`src/design/b2da_pkg.sv`:
```
// Package for the binary to decimal ASCII converter.
// Holds the pipeline stage record and the field widths; no dependencies.
package b2da_pkg;

  localparam int unsigned NUM_DIGITS = 10;
  localparam int unsigned VALUE_W    = 32;
  localparam int unsigned COUNT_W    = 4;
  localparam int unsigned CHAR_W     = 8;
  localparam int unsigned TDATA_IN_W  = 32;
  localparam int unsigned TDATA_OUT_W = 88;  // 4 + 10*8 = 84, padded to 88

  localparam logic [CHAR_W-1:0]  ASCII_ZERO = 8'h30;
  localparam logic [VALUE_W-1:0] RECIP_TEN  = 32'hCCCC_CCCD;  // ceil(2^35 / 10)

  // One stage of the digit chain: what is left to convert plus the
  // digits peeled so far, least significant in slot 0.
  typedef struct packed {
    logic [VALUE_W-1:0]                 rest;
    logic [NUM_DIGITS-1:0][3:0]         digits;
    logic [NUM_DIGITS-1:0]              sig;
  } b2da_stage_t;

endpackage

```
`src/design/b2da_format.sv`:
```
// Output stage: counts significant digits, left-justifies them as ASCII
// and holds the result register. Depends on b2da_pkg.
module b2da_format import b2da_pkg::*; (
  input  logic                   clk,
  input  logic                   rst,
  input  logic                   in_valid,
  output logic                   in_ready,
  input  b2da_stage_t            in_data,
  output logic                   out_valid,
  input  logic                   out_ready,
  output logic [TDATA_OUT_W-1:0] out_data
);

  logic [COUNT_W-1:0]               count;
  logic [NUM_DIGITS-1:0][CHAR_W-1:0] chars;
  logic [TDATA_OUT_W-1:0]           data_next;

  // sig bits are contiguous from slot 0, so the count is the popcount
  always_comb begin
    count = '0;
    for (int i = 0; i < NUM_DIGITS; i++) begin
      if (in_data.sig[i]) begin
        count = COUNT_W'(i + 1);
      end
    end
  end

  always_comb begin
    logic [COUNT_W-1:0] src;
    for (int k = 0; k < NUM_DIGITS; k++) begin
      src = count - COUNT_W'(k + 1);
      if (COUNT_W'(k) < count) begin
        chars[k] = ASCII_ZERO + {4'b0000, in_data.digits[src]};
      end else begin
        chars[k] = '0;
      end
    end
  end

  assign data_next = {4'b0000, chars, count};

  assign in_ready = !out_valid || out_ready;

  always_ff @(posedge clk) begin
    if (rst) begin
      out_valid <= 1'b0;
    end else if (in_ready) begin
      out_valid <= in_valid;
    end
  end

  always_ff @(posedge clk) begin
    if (in_ready && in_valid) begin
      out_data <= data_next;
    end
  end

endmodule

```
`config.mk`:
```
export PLATFORM = sky130hd
export DESIGN_NAME = b2da_format
export DESIGN_NICKNAME = d
export VERILOG_FILES = /design/src/design/b2da_pkg.sv /design/src/design/b2da_format.sv
export SDC_FILE = /design/constraint.sdc
export NUM_CORES = 1
export LEC_CHECK = 0
export BUFFER_PORTS_ARGS = -buffer_cell sky130_fd_sc_hd__buf_4
export CAP_MARGIN = 20
export CORE_AREA = 2 2 104 147
export CTS_CLUSTER_DIAMETER = 80
export DETAILED_ROUTE_END_ITERATION = 10
export DIE_AREA = 0 0 106 149
export PLACE_DENSITY = 0.53
export SLEW_MARGIN = 20
export SYNTH_ARGS = -nofsm -noshare
export SYNTH_HDL_FRONTEND = slang
export SYNTH_SLANG_ARGS = --single-unit
```
`constraint.sdc`:
```
create_clock -name clk -period 3.5 [get_ports clk]
set_input_delay 0.175 -clock clk [delete_from_list [all_inputs] [get_ports clk]]
set_output_delay 0.175 -clock clk [all_outputs]
set_load 0.01 [all_outputs]
```
After elaboration in Yosys (flattened, before gate mapping). Cells that the tools add are included.

Output and inout bits: 90. Bits of input ports: 86. Latch bits: 0. Flip-flop bits (word level): 85. Word-level logic and storage cells: 85. Bits in writable memories: 0. Memories kept: 0. ROM bits: 0.

Equal/unequal tests: 0. Reduce and logical (&&, ||, !) cells: 3. Multiplexer cells: 30. Magnitude comparators: 20. $add $sub $neg: 20. Shift-type cells: 0. Multipliers: 0. Bitwise logic cells: 0. Divide/modulo/power cells: 0.

Operators with widths (count): 4-bit binary-select mux with 4-bit select (10); 4-bit two-way mux (19); 6-bit by 4-bit adder with 7-bit output (first input constant) (10); 4-bit by 5-bit less-than comparator with 1-bit output (second input constant) (10); 3-bit by 4-bit less-than comparator with 1-bit output (first input constant) (4); 4-bit by 3-bit subtractor with 4-bit output (second input constant) (4); 4-bit subtractor (second input constant) (3); 1-bit by 4-bit less-than comparator with 1-bit output (first input constant) (2); 2-bit by 4-bit less-than comparator with 1-bit output (first input constant) (2); 4-bit less-than comparator (first input constant) (2); 4-bit by 2-bit subtractor with 4-bit output (second input constant) (2); 4-bit by 1-bit subtractor with 4-bit output (second input constant) (1); 1-bit logical AND (1); 1-bit logical NOT (1); 1-bit logical OR (1); 1-bit two-way mux (1).

Logic depth before layout (Yosys ltp).
Word-level depth: 14. Gate-level depth with buffers: 14. Mapped depth without buffers: 11.

Worst setup path after synthesis. OpenSTA, ideal clock, no wires.

Path kind: in2reg. Start: in in_data[3] in the netlist's numbering. End: reg out_data[37] (data pin). Slack: 0.597 ns. Stages on the path: 9. Required time: 3.239 ns. Arrival time: 2.642 ns. Library setup time: 0.261 ns. Path buffers: 3. Path through: o31ai_1 -> a21oi_1 -> buf_6 -> buf_6 -> ha_1 -> inv_1 -> clkbuf_1 -> mux4_2 -> a221o_1.

Word-level cells in the longest chain between the ends: 11. Elaborated cells between the ends (all ways): 12. Classes of those cells: 2 x add/sub; 1 x order compare; 9 x mux.

Ends and longest elaborated chain: from (decl) (line b2da_format.sv:8) `input b2da_stage_t in_data,`; 4-bit two-way mux * (7 in a row) (line b2da_format.sv:22) `if (in_data.sig[i]) begin`; 4-bit by 3-bit subtractor with 4-bit output (line b2da_format.sv:31) `src = count - COUNT_W'(k + 1);`; 4-bit binary-select mux with 4-bit select (line b2da_format.sv:33) `chars[k] = ASCII_ZERO + {4'b0000, in_data.digits[src]};`; 4-bit two-way mux (implied by the code) (line b2da_format.sv:33); 6-bit by 4-bit adder with 7-bit output (line b2da_format.sv:33); to (signal assigned) (line b2da_format.sv:54) `out_data <= data_next;`; to (decl) (line b2da_format.sv:11) `output logic [TDATA_OUT_W-1:0] out_data`.

Every way passes the cells marked *; elsewhere a longest branch is shown, timed or not. The select of a mux whose other input is x is not followed. A chain may end at the register's enable or synchronous reset.

Worst setup path after layout.
Start: in in_data[9] in the netlist's numbering. End: reg out_data[7] (data pin).

Word-level cells in the longest chain between the ends: 5. Elaborated cells between the ends (all ways): 6. Classes of those cells: 2 x add/sub; 1 x order compare; 3 x mux.

Ends and longest elaborated chain (line): 4-bit two-way mux * (b2da_format.sv:22); 4-bit by 1-bit subtractor with 4-bit output (b2da_format.sv:31); 4-bit binary-select mux with 4-bit select (b2da_format.sv:33); 4-bit two-way mux (implied by the code) (b2da_format.sv:33); 6-bit by 4-bit adder with 7-bit output (b2da_format.sv:33).

Marks and branches as above.

==> flow_metrics.tcl <==
set metrics [dict create \
    status "complete, no violations" \
    die_w_um 106 \
    crit_type "input pin to flop" \
    maxSlewHeadroom_pct 46.5 \
    via_count 3834 \
    antenna_cells 0 \
    place_area_mm2 0.00549 \
    post_cts_resized 0 \
    drv_cap 0 \
    critPathMaxFanout 14 \
    drt-pass1-iter-count 5 \
    slew_violations 0 \
    yosys-top-cells-area "edfxtp_1 (36%), mux2i_1 (11%), mux4_2 (7.4%)" \
    fmax_mhz 347 \
    tightest_slew_ns 0.802 \
    fin_skew_ns 0.00566 \
    cts-root-buf "clkbuf_16" \
    ant_nets 0 \
    finalSetupTns_ns 0 \
    grt_use_total_pct 16.9 \
    hold_start "rst" \
    postSynthAreaPerCell_um2 11.0 \
    r2r_cells 3 \
    hp-class "input pin to flop" \
    synthArstFlopShare_pct 0 \
    path_buf_inv 2 \
    num_rows 53 \
    worstHoldEndpoint "out_valid" \
    period_share_pct 82.4 \
    die_y_um 149 \
    dp_cells 711 \
    grt.overflow.total 0 \
    cp_slowest_stage_delay_ns 0.46 \
    crit_required_ns 3.55 \
    design_area_mm2 0.00563 \
    routed_wl_mm 13.8 \
    setup_viol 0 \
    cp_slowest_cell "or3_4" \
    numCtsBuffers 5 \
    design.die.area_mm2 0.0158 \
    grt_max_degree 30 \
    fin_crit_ns 2.88 \
    core_area_mm2 0.0147 \
    htreeDepth 2 \
    layout.nets 629 \
    yosysUniqueCellTypes 63 \
    first_iter_violations 330 \
    portBuffers 119 \
    grt_pass1_vias 3551 \
    clkLatencyLatePin_ns 0.30 \
    cellPowerDensity_mw_per_mm2 369 \
    cts_tree "yes" \
    synth-edff-count 54 \
    start_util_pct 31.0 \
    cp-end-kind "flop" \
    ys_ff_latch 55 \
    finalHoldViolations 0 \
    cts_setup_buffers 0 \
    ctsHoldBuffers 0 \
    routed_via_density 5.33 \
    cts.sinks 55 \
    yosysWarnings 0 \
    rsz0062_at_grt "false" \
    syn_inst 415 \
    synth_top_area_share_pct 35.7 \
    r2r_start "out_valid" \
    syn2layout_area_growth_pct 23.9 \
    max-vdd-ir-drop_mv 0.192 \
    finalNonFillerCells 719 \
    grt_pass1_wl_mm 20.2 \
    ys.flop_type "edfxtp_1" \
    ios 176 \
    finalWeightedCongestion 0.933 \
    netlist.top_cell.by_area "edfxtp_1" \
    cp.arrival_ns 2.93 \
    clkTransAtPathRegs_ns 0.07 \
    p_leak_nw 2.31 \
    cp_top_family "compound AO/OA/AOI/OAI gates" \
    r2r_slack_ns 1.69 \
    hpwl_mm 11.2 \
    routedWlPerCell_um 19.2 \
    clockBufferDepth 2 \
    ys_seq_area_share_pct 36.1 \
    crit_chain "buf_4 -> or3_4 -> clkinv_4 -> nand2b_1 -> ha_1 -> nor3_1 -> a21oi_1 -> o21ai_0 -> a31o_2 -> a31oi_1 -> a221oi_1" \
    r2r_end "out_data[23]" \
    hold_depth 2 \
    synth_area_mm2 0.00455 \
    drive_gt1_share_pct 33.8 \
    drcViolationCount 0 \
    start_kind "input pin" \
    grt_antenna_before_repair 0 \
    finalHoldWorstSlack_ns 0.0208 \
]
## synth_stat cells (all sizes together), types with 8 or more instances
| library cell | count |
|---|---|
| a21oi | 15 |
| buf | 49 |
| ha | 17 |
| inv | 15 |
| mux2i | 49 |
| nand4 | 18 |
| mux4 | 15 |
| edfxtp | 54 |
| o211ai | 16 |
| nor2 | 31 |
| nand2 | 24 |
| nand3 | 9 |
| a221o | 16 |
| a211oi | 8 |
## cell type report
class                           instances  area (um^2)
Sequential cell                        55         1640
Fill cell                            1455         9020
Clock buffer                            6          129
Inverter                               17         86.3
Tap cell                              192          240
Multi-Input combinational cell        312         2510
Timing Repair Buffer                  135         1010
Clock inverter                          2         12.5
## cells by family after synthesis
family | after synthesis | share of synthesized area [%]
other cells | 1 | 0.0825
compound gates | 86 | 15.1
mux | 67 | 19.0
flops | 55 | 36.1
xor+xnor | 6 | 1.32
buf+inv | 71 | 10.9
fa+ha+maj | 17 | 4.68
simple gates | 112 | 12.8
## report_power, final
group          switching [mW]  internal (mW)  total, mW
clock network           0.224          0.265      0.488
logic                   0.422          0.328      0.750
registers              0.0198          0.818      0.838
## worst max path at each step
stage	from	end	cells after the start
floorplan	in_data[3]	out_data[37]	9
global route	in_data[9]	out_data[7]	11
global placement	in_data[9]	out_data[6]	10
CTS	in_data[9]	out_data[6]	10
detailed placement	in_data[9]	out_data[6]	10
finish	in_data[9]	out_data[7]	11
## registers in the layout (all words and copies together) (netlist names)
name       cells
out_valid      1
out_data      54
## placed cells by master, fill, tap and decap left out, types with 4 or more instances in the layout
cell and instances:
clkbuf_16 5, xnor2_1 5, o211ai_1 16, inv_1 13, nand3_1 9, a211oi_1 8, mux4_2 15, nand2b_1 5
edfxtp_1 54, a31oi_1 5, nand2_1 23, nand4_1 18, ha_1 17, and2_1 4, a21oi_1 13, buf_4 135
a221o_1 16, nor2_1 30, mux2i_1 49, conb_1 24, nor2b_1 4, o21ai_0 4
## stage by stage
step                      setup WS [ns]  utilization [%]  total power, mW
after floorplan                   0.597                -             1.32
after global placement            0.392             37.5             1.59
after detailed placement          0.330             37.5             1.60
after CTS                         0.630             38.4             2.09
after global routing              0.376             38.4             2.17
final                             0.618             38.4             2.08
## routing by layer
| layer | up-vias | part of all wire, % | track usage [%] |
|---|---|---|---|
| met1 | 1845 | 39 | 20.5 |
| met5 | - | 0 | 0 |
| met2 | 181 | 51 | 29.6 |
| li1 | 1781 | - | - |
| met3 | 27 | 5.9 | 2.49 |
| met4 | 0 | 4.1 | 7.43 |
(Power assumes the default switching activity.)
